`src/rtl/pso_limit_clamp.sv`:
```
// ----------------------------------------------------------------------------
// pso_limit_clamp: saturation and limit clamp
// Saturates a wide signed value to the value range, then applies max and min
// limits unless both limits are zero.
// ----------------------------------------------------------------------------
module pso_limit_clamp #(
  parameter int W  = 32,
  parameter int IW = 33
) (
  input  logic signed [IW-1:0] value_i,
  input  logic signed [W-1:0]  lo_i,
  input  logic signed [W-1:0]  hi_i,
  output logic signed [W-1:0]  value_o
);

  localparam logic signed [IW-1:0] SatHi = IW'({1'b0, {(W-1){1'b1}}});
  localparam logic signed [IW-1:0] SatLo = ~SatHi;

  logic signed [W-1:0] sat;
  logic signed [W-1:0] capped;

  always_comb begin
    if (value_i > SatHi) begin
      sat = SatHi[W-1:0];
    end else if (value_i < SatLo) begin
      sat = SatLo[W-1:0];
    end else begin
      sat = value_i[W-1:0];
    end
    // The lower limit wins when the limits are inverted.
    capped = (sat > hi_i) ? hi_i : sat;
    if (capped < lo_i) begin
      capped = lo_i;
    end
    value_o = (lo_i == '0 && hi_i == '0) ? sat : capped;
  end

endmodule

```
`config.mk`:
```
export PLATFORM = sky130hd
export DESIGN_NAME = pso_limit_clamp
export DESIGN_NICKNAME = d
export VERILOG_FILES = /design/src/rtl/pso_limit_clamp.sv
export SDC_FILE = /design/constraint.sdc
export NUM_CORES = 1
export LEC_CHECK = 0
export BUFFER_PORTS_ARGS = -buffer_cell sky130_fd_sc_hd__buf_2
export CAP_MARGIN = 25
export CORE_MARGIN = 10
export CORE_UTILIZATION = 37
export DETAILED_ROUTE_END_ITERATION = 10
export PLACE_DENSITY = 0.61
export SLEW_MARGIN = 40
export SYNTH_ARGS = -nofsm -noshare
export SYNTH_HDL_FRONTEND = slang
export SYNTH_SLANG_ARGS = --single-unit
```
`constraint.sdc`:
```
create_clock -name vclk -period 12.2
set_input_delay 1.83 -clock vclk [all_inputs]
set_output_delay 1.83 -clock vclk [all_outputs]
set_load 0.01 [all_outputs]
```
==> impl_metrics.json, run 1 <==
{
  "status": "completed",
  "syn_area_per_cell_um2": 6.17,
  "min_path_type": "in2out",
  "drtAntennaViolNets": 0,
  "dpl_worst_slack_ps": 2250,
  "synth_compound_area_frac": 0.344,
  "synth_adder_area_share": 0.240,
  "tightest_slew_ps": 625,
  "synth_mux_area_frac": 0.0122,
  "postCtsSetupBuffers": 0,
  "yosysTopAreaCellShare": 0.240,
  "end_kind": "output port",
  "p_per_area_nw_per_um2": 92.5,
  "routed_wl_um": 12900,
  "total_power_uw": 376,
  "yosys.area.top_type": "ha_1",
  "drt-initial-drc-count": 218,
  "cap_violations": 0,
  "netlist_area_um2": 3290,
  "whs_endpoint": "value_o[12]",
  "via_per_inst": 5.52,
  "die-width_um": 114,
  "min_delay_path_depth": 4,
  "port_buffers": 129,
  "switching_share": 0.585,
  "rsz0062_at_grt": "no",
  "yosys.area_share.simple": 0.264,
  "vias": 4142,
  "ys_warn_count": 0,
  "seq_area_um2": 0,
  "cts_hold_buf": 0,
  "net-switching-power_uw": 220,
  "cp_max_fo": 62,
  "slew_viol_final": 0,
  "placed_area_um2": 4070,
  "diodes": 0,
  "drive_gt1_frac": 0.264,
  "fin_crit_sh": 0.819,
  "cts_resized": 0,
  "required_ps": 10370,
  "ios": 129,
  "nClkBuffers": 0,
  "synth.most_common_cell": "nor2_1",
  "synthTopCellsByArea": "ha_1, a221oi_2, nor2_1",
  "grt_max_degree": 63,
  "combPwrFrac": 1.000,
  "cp.arrival_ps": 8160,
  "slew_headroom": 0.579,
  "grt_pass1_wl_um": 21300,
  "power.leakage_uw": 0.00222,
  "synth-xor-area-share": 0,
  "overflow": 0,
  "setup_viol": 0,
  "start_kind": "input port",
  "dpl.hpwl_um": 11200,
  "antenna_found_initial": 0,
  "postLayoutCellArea_um2": 4070,
  "row_count": 34,
  "synth_top_family_by_area": "compound AO/OA/AOI/OAI gates",
  "routabilityCongestion": 0.937,
  "first_pass_iters": 6,
  "die_h_um": 114,
  "hp-start": "lo_i[12]",
  "first_global_vias": 4376,
  "setup_tns_ps": 0,
  "ys_seq_area_frac": 0,
  "power_frac_clock": 0,
  "synthTopCellsByCount": "nor2_1, inv_1, ha_1",
  "dieArea_um2": 13100,
  "drc_errors": 0,
  "syn_inst": 533,
  "max_freq_mhz": 100,
  "areaGrowthSynthToFinish_pct": 23.6,
  "wl_per_cell_um": 17.2,
  "irDropWorstVdd_v": 0.0000544,
  "seqPwrFrac": 0,
  "postLayoutCoreUtil": 0.469,
  "coreArea_um2": 8680,
  "worst_slack_ps": 2210,
  "hold_violations": 0,
  "start_util": 0.379,
  "intPower_uw": 156,
  "grt_use_total": 0.190,
  "synth_nets": 693,
  "period_minus_slack_ps": 9990,
  "seq_cells": 0,
  "nNetsFinal": 805,
  "crit_type": "in2out",
  "synthDistinctLibCells": 37
}
-- cell type report --
class                           count  area [µm²]
Fill cell                        1007        4610
Inverter                           95         357
Multi-Input combinational cell    412        2860
Tap cell                          108         135
Timing Repair Buffer              136         712
-- critical path, cell delays in order --
cell and delay (ps):
buf_4 450, nor2_1 90, o21ai_0 410, ha_1 330, nand4_1 150, nor3_1 90
a221oi_1 340, nand3_1 190, o211ai_4 460, nor2_1 90, a21oi_1 260, inv_1 80
ha_1 300, a211o_1 300, o211ai_1 100, a21oi_1 100, o211ai_1 230, nand4_1 180
nor4b_1 380, a21oi_2 200, o31ai_4 620, buf_4 330, buf_4 320, a221oi_2 130
buf_2 170
-- routing by layer --
metal  up-vias  global-route usage  share of wire
met3        15              0.0388          0.080
li1       2102                   -              -
met4         0              0.0326          0.015
met5         -                   0              0
met1      1884               0.238           0.43
met2       141               0.331           0.47
-- stage by stage --
step,hold WS (ps),std cells
floorplan,3800,533
global placement,4050,748
detailed placement,4050,751
CTS,4050,751
global route,4070,751
finish,4050,751
-- how the worst max path moves through the flow --
stage	start	end	slack (ps)	cells after the start
5_1_grt	value_i[31]	value_o[17]	1700	25
4_1_cts	value_i[31]	value_o[16]	2240	25
2_1_floorplan	value_i[31]	value_o[10]	3550	25
6_report	value_i[31]	value_o[16]	2210	25
3_5_place_dp	value_i[31]	value_o[16]	2250	25
3_3_place_gp	value_i[31]	value_o[19]	1860	24
-- power groups by stage --
stage,clock [µW],combinational [µW],sequential [µW]
after floorplan,0,241,0
after global placement,0,359,0
after detailed placement,0,375,0
after CTS,0,377,0
after global routing,0,418,0
final,0,376,0
-- layout by cell type (no fill, tap or decap), types with 2 or more instances in the layout --
cell      netlist  final
o21ai_0        41     41
nor2b_1         4      4
nor4_1         17     17
ha_1           63     63
nand2_1        45     45
nand3_1         5      5
a21oi_1        50     50
nor2_1         99     99
nand4_1        18     18
mux2i_1         4      3
a221oi_2       30     30
nor3_1          4      4
inv_1          95     95
a21o_1          7      7
buf_4           0      6
o21a_1          2      2
a211oi_1        2      2
buf_2           6    128
o211ai_1        3      3
-- cells by family (layout without fill, tap and decap cells) --
family,count (synthesis),count (layout)
and+or+nand+nor,197,197
AOI/OAI and AO/OA,148,148
adders and majority gates,63,63
muxes,4,4
buffers and inverters,121,231
(Power assumes the default switching activity.)
==> run 2: changes to the inputs <==
--- a/config.mk
+++ b/config.mk
@@ -5,12 +5,13 @@
 export SDC_FILE = /design/constraint.sdc
 export NUM_CORES = 1
 export LEC_CHECK = 0
+export ABC_AREA = 1
 export BUFFER_PORTS_ARGS = -buffer_cell sky130_fd_sc_hd__buf_2
 export CAP_MARGIN = 25
 export CORE_MARGIN = 10
 export CORE_UTILIZATION = 37
 export DETAILED_ROUTE_END_ITERATION = 10
-export PLACE_DENSITY = 0.61
+export PLACE_DENSITY = 0.6
 export SLEW_MARGIN = 40
 export SYNTH_ARGS = -nofsm -noshare
 export SYNTH_HDL_FRONTEND = slang
==> constraint.sdc (replaced) <==
create_clock -name vclk -period 10.25
set_input_delay 1.5375 -clock vclk [all_inputs]
set_output_delay 1.5375 -clock vclk [all_outputs]
set_load 0.01 [all_outputs]
==> run 2 against run 1 <==
Total power increased by 12%. Design area rose by 1.2%. Area after synthesis rose by 6.0%. Wire length rose by 2.0%. Via count increased by 8.1%. Critical path depth up 1. Sequential share of layout area is the same. Die area is 5.0% higher. Non-clock buffer count down 6. First-iteration DRC count increased by 33%.
==> impl_metrics.json, run 2 <==
{
  "status": "completed",
  "total_power_uw": 423,
  "dpl.hpwl_um": 10500,
  "grt_max_degree": 64,
  "irDropWorstVdd_v": 0.0000556,
  "nNetsFinal": 916,
  "seq_area_um2": 0,
  "crit_buf_inv": 5,
  "syn_inst": 655,
  "diodes": 0,
  "synth.most_common_cell": "nand2_1",
  "hold_violations": 0,
  "max_freq_mhz": 113,
  "rsz0062_at_grt": "no",
  "synthDistinctLibCells": 27,
  "period_minus_slack_ps": 8830,
  "crit_type": "in2out",
  "first_global_vias": 4623,
  "cp.arrival_ps": 7290,
  "fin_crit_sh": 0.861,
  "cap_violations": 0,
  "power_frac_clock": 0,
  "first_pass_iters": 5,
  "drt-initial-drc-count": 291,
  "most-common-layout-cells": "nand2_1, buf_2, inv_1",
  "areaGrowthSynthToFinish_pct": 17.9,
  "worst_path_max_delay_cell": "nand3_2",
  "netlist_area_um2": 3490,
  "routed_wl_um": 13200,
  "dpl_worst_slack_ps": 1550,
  "p_per_area_nw_per_um2": 103,
  "cp_max_fo": 63,
  "ys_warn_count": 0,
  "dieArea_um2": 13700,
  "required_ps": 8710,
  "postCtsSetupBuffers": 0,
  "crit_top_cell": "nand2_1",
  "power.leakage_uw": 0.00264,
  "drive_gt1_frac": 0.204,
  "tightest_slew_ps": 781,
  "net-switching-power_uw": 268,
  "antenna_found_initial": 0,
  "vias": 4476,
  "critPathTopFamily": "simple AND/OR/NAND/NOR gates",
  "port_buffers": 129,
  "drtAntennaViolNets": 0,
  "synth_nets": 815,
  "min_path_type": "in2out",
  "coreArea_um2": 9200,
  "slew_viol_final": 0,
  "seq_cells": 0,
  "syn_area_per_cell_um2": 5.33,
  "grt_pass1_wl_um": 21600,
  "synthTopCellsByArea": "nand2_1, ha_1, nand3_1",
  "die-width_um": 117,
  "slew_headroom": 0.479,
  "start_util": 0.379,
  "combPwrFrac": 1.000,
  "setup_viol": 0,
  "switching_share": 0.632,
  "drc_errors": 0,
  "start_kind": "input port",
  "yosys.area.top_type": "nand2_1",
  "nClkBuffers": 0,
  "setup_tns_ps": 0,
  "postLayoutCoreUtil": 0.447,
  "cts_resized": 0,
  "ios": 129,
  "synthTopCellsByCount": "nand2_1, inv_1, nand3_1",
  "fillers": 1077,
  "cts_hold_buf": 0,
  "seqPwrFrac": 0,
  "grt_use_total": 0.188,
  "slowest_delay_ps": 700,
  "overflow": 0,
  "wl_per_cell_um": 15.3,
  "final_common_cell": "nand2_1",
  "worst_slack_ps": 1420,
  "row_count": 35,
  "intPower_uw": 156,
  "routabilityCongestion": 0.874,
  "die_h_um": 117,
  "ys_seq_area_frac": 0,
  "via_per_inst": 5.17,
  "yosysTopAreaCellShare": 0.238,
  "end_kind": "output port"
}
[run 2: cell count changes after synthesis, moves of 12 or more]
cell / change
nand2_1: +176
nand3_1: +88
nor2_1: -83
a221oi_2: -30
a21oi_1: -21
inv_1: +17
nand3_2: +12
[run 2: per-layer routing]
metal,up-vias,global-route usage,part of all wire
met5,-,0,0
met4,0,0.0206,0.0055
met3,6,0.0224,0.063
met2,134,0.349,0.49
met1,2006,0.231,0.44
li1,2330,-,-
[run 2: cells by family after synthesis]
group | Yosys count | share of synthesized area
simple gates | 377 | 0.493
buf+inv | 143 | 0.171
fa+ha+maj | 63 | 0.226
compound gates | 72 | 0.110
[run 2: stage by stage]
step / hold WS (ps) / std cells / instance area [µm²]
after CTS: 3490 / 865 / 4110
after global routing: 3520 / 865 / 4110
after detailed placement: 3490 / 865 / 4110
after global placement: 3500 / 865 / 4100
final: 3510 / 865 / 4110
after floorplan: 3200 / 655 / 3490
[run 2: final timing paths]
| path | from | endpoint | depth (start not counted) |
|---|---|---|---|
| worst min-delay path | value_i[32] | value_o[31] | 4 |
| worst max-delay path | value_i[32] | value_o[23] | 26 |
[run 2: area by class of cell]
class	count	area, µm²	share of cell area
well taps	111	139	0.0338
multi-input cells	512	2900	0.705
repair buffers	130	653	0.159
inverters	112	420	0.102
[run 2: worst min-delay path: stages]
cell,delay [ps]
buf_2,110
nand2_1,80
nand2_1,100
buf_2,140
[run 2: power groups by stage]
stage / sequential [µW] / clock (µW) / combinational, µW
2_1_floorplan: 0 / 0 / 302
3_3_place_gp: 0 / 0 / 417
3_5_place_dp: 0 / 0 / 422
4_1_cts: 0 / 0 / 424
5_1_grt: 0 / 0 / 485
6_report: 0 / 0 / 423
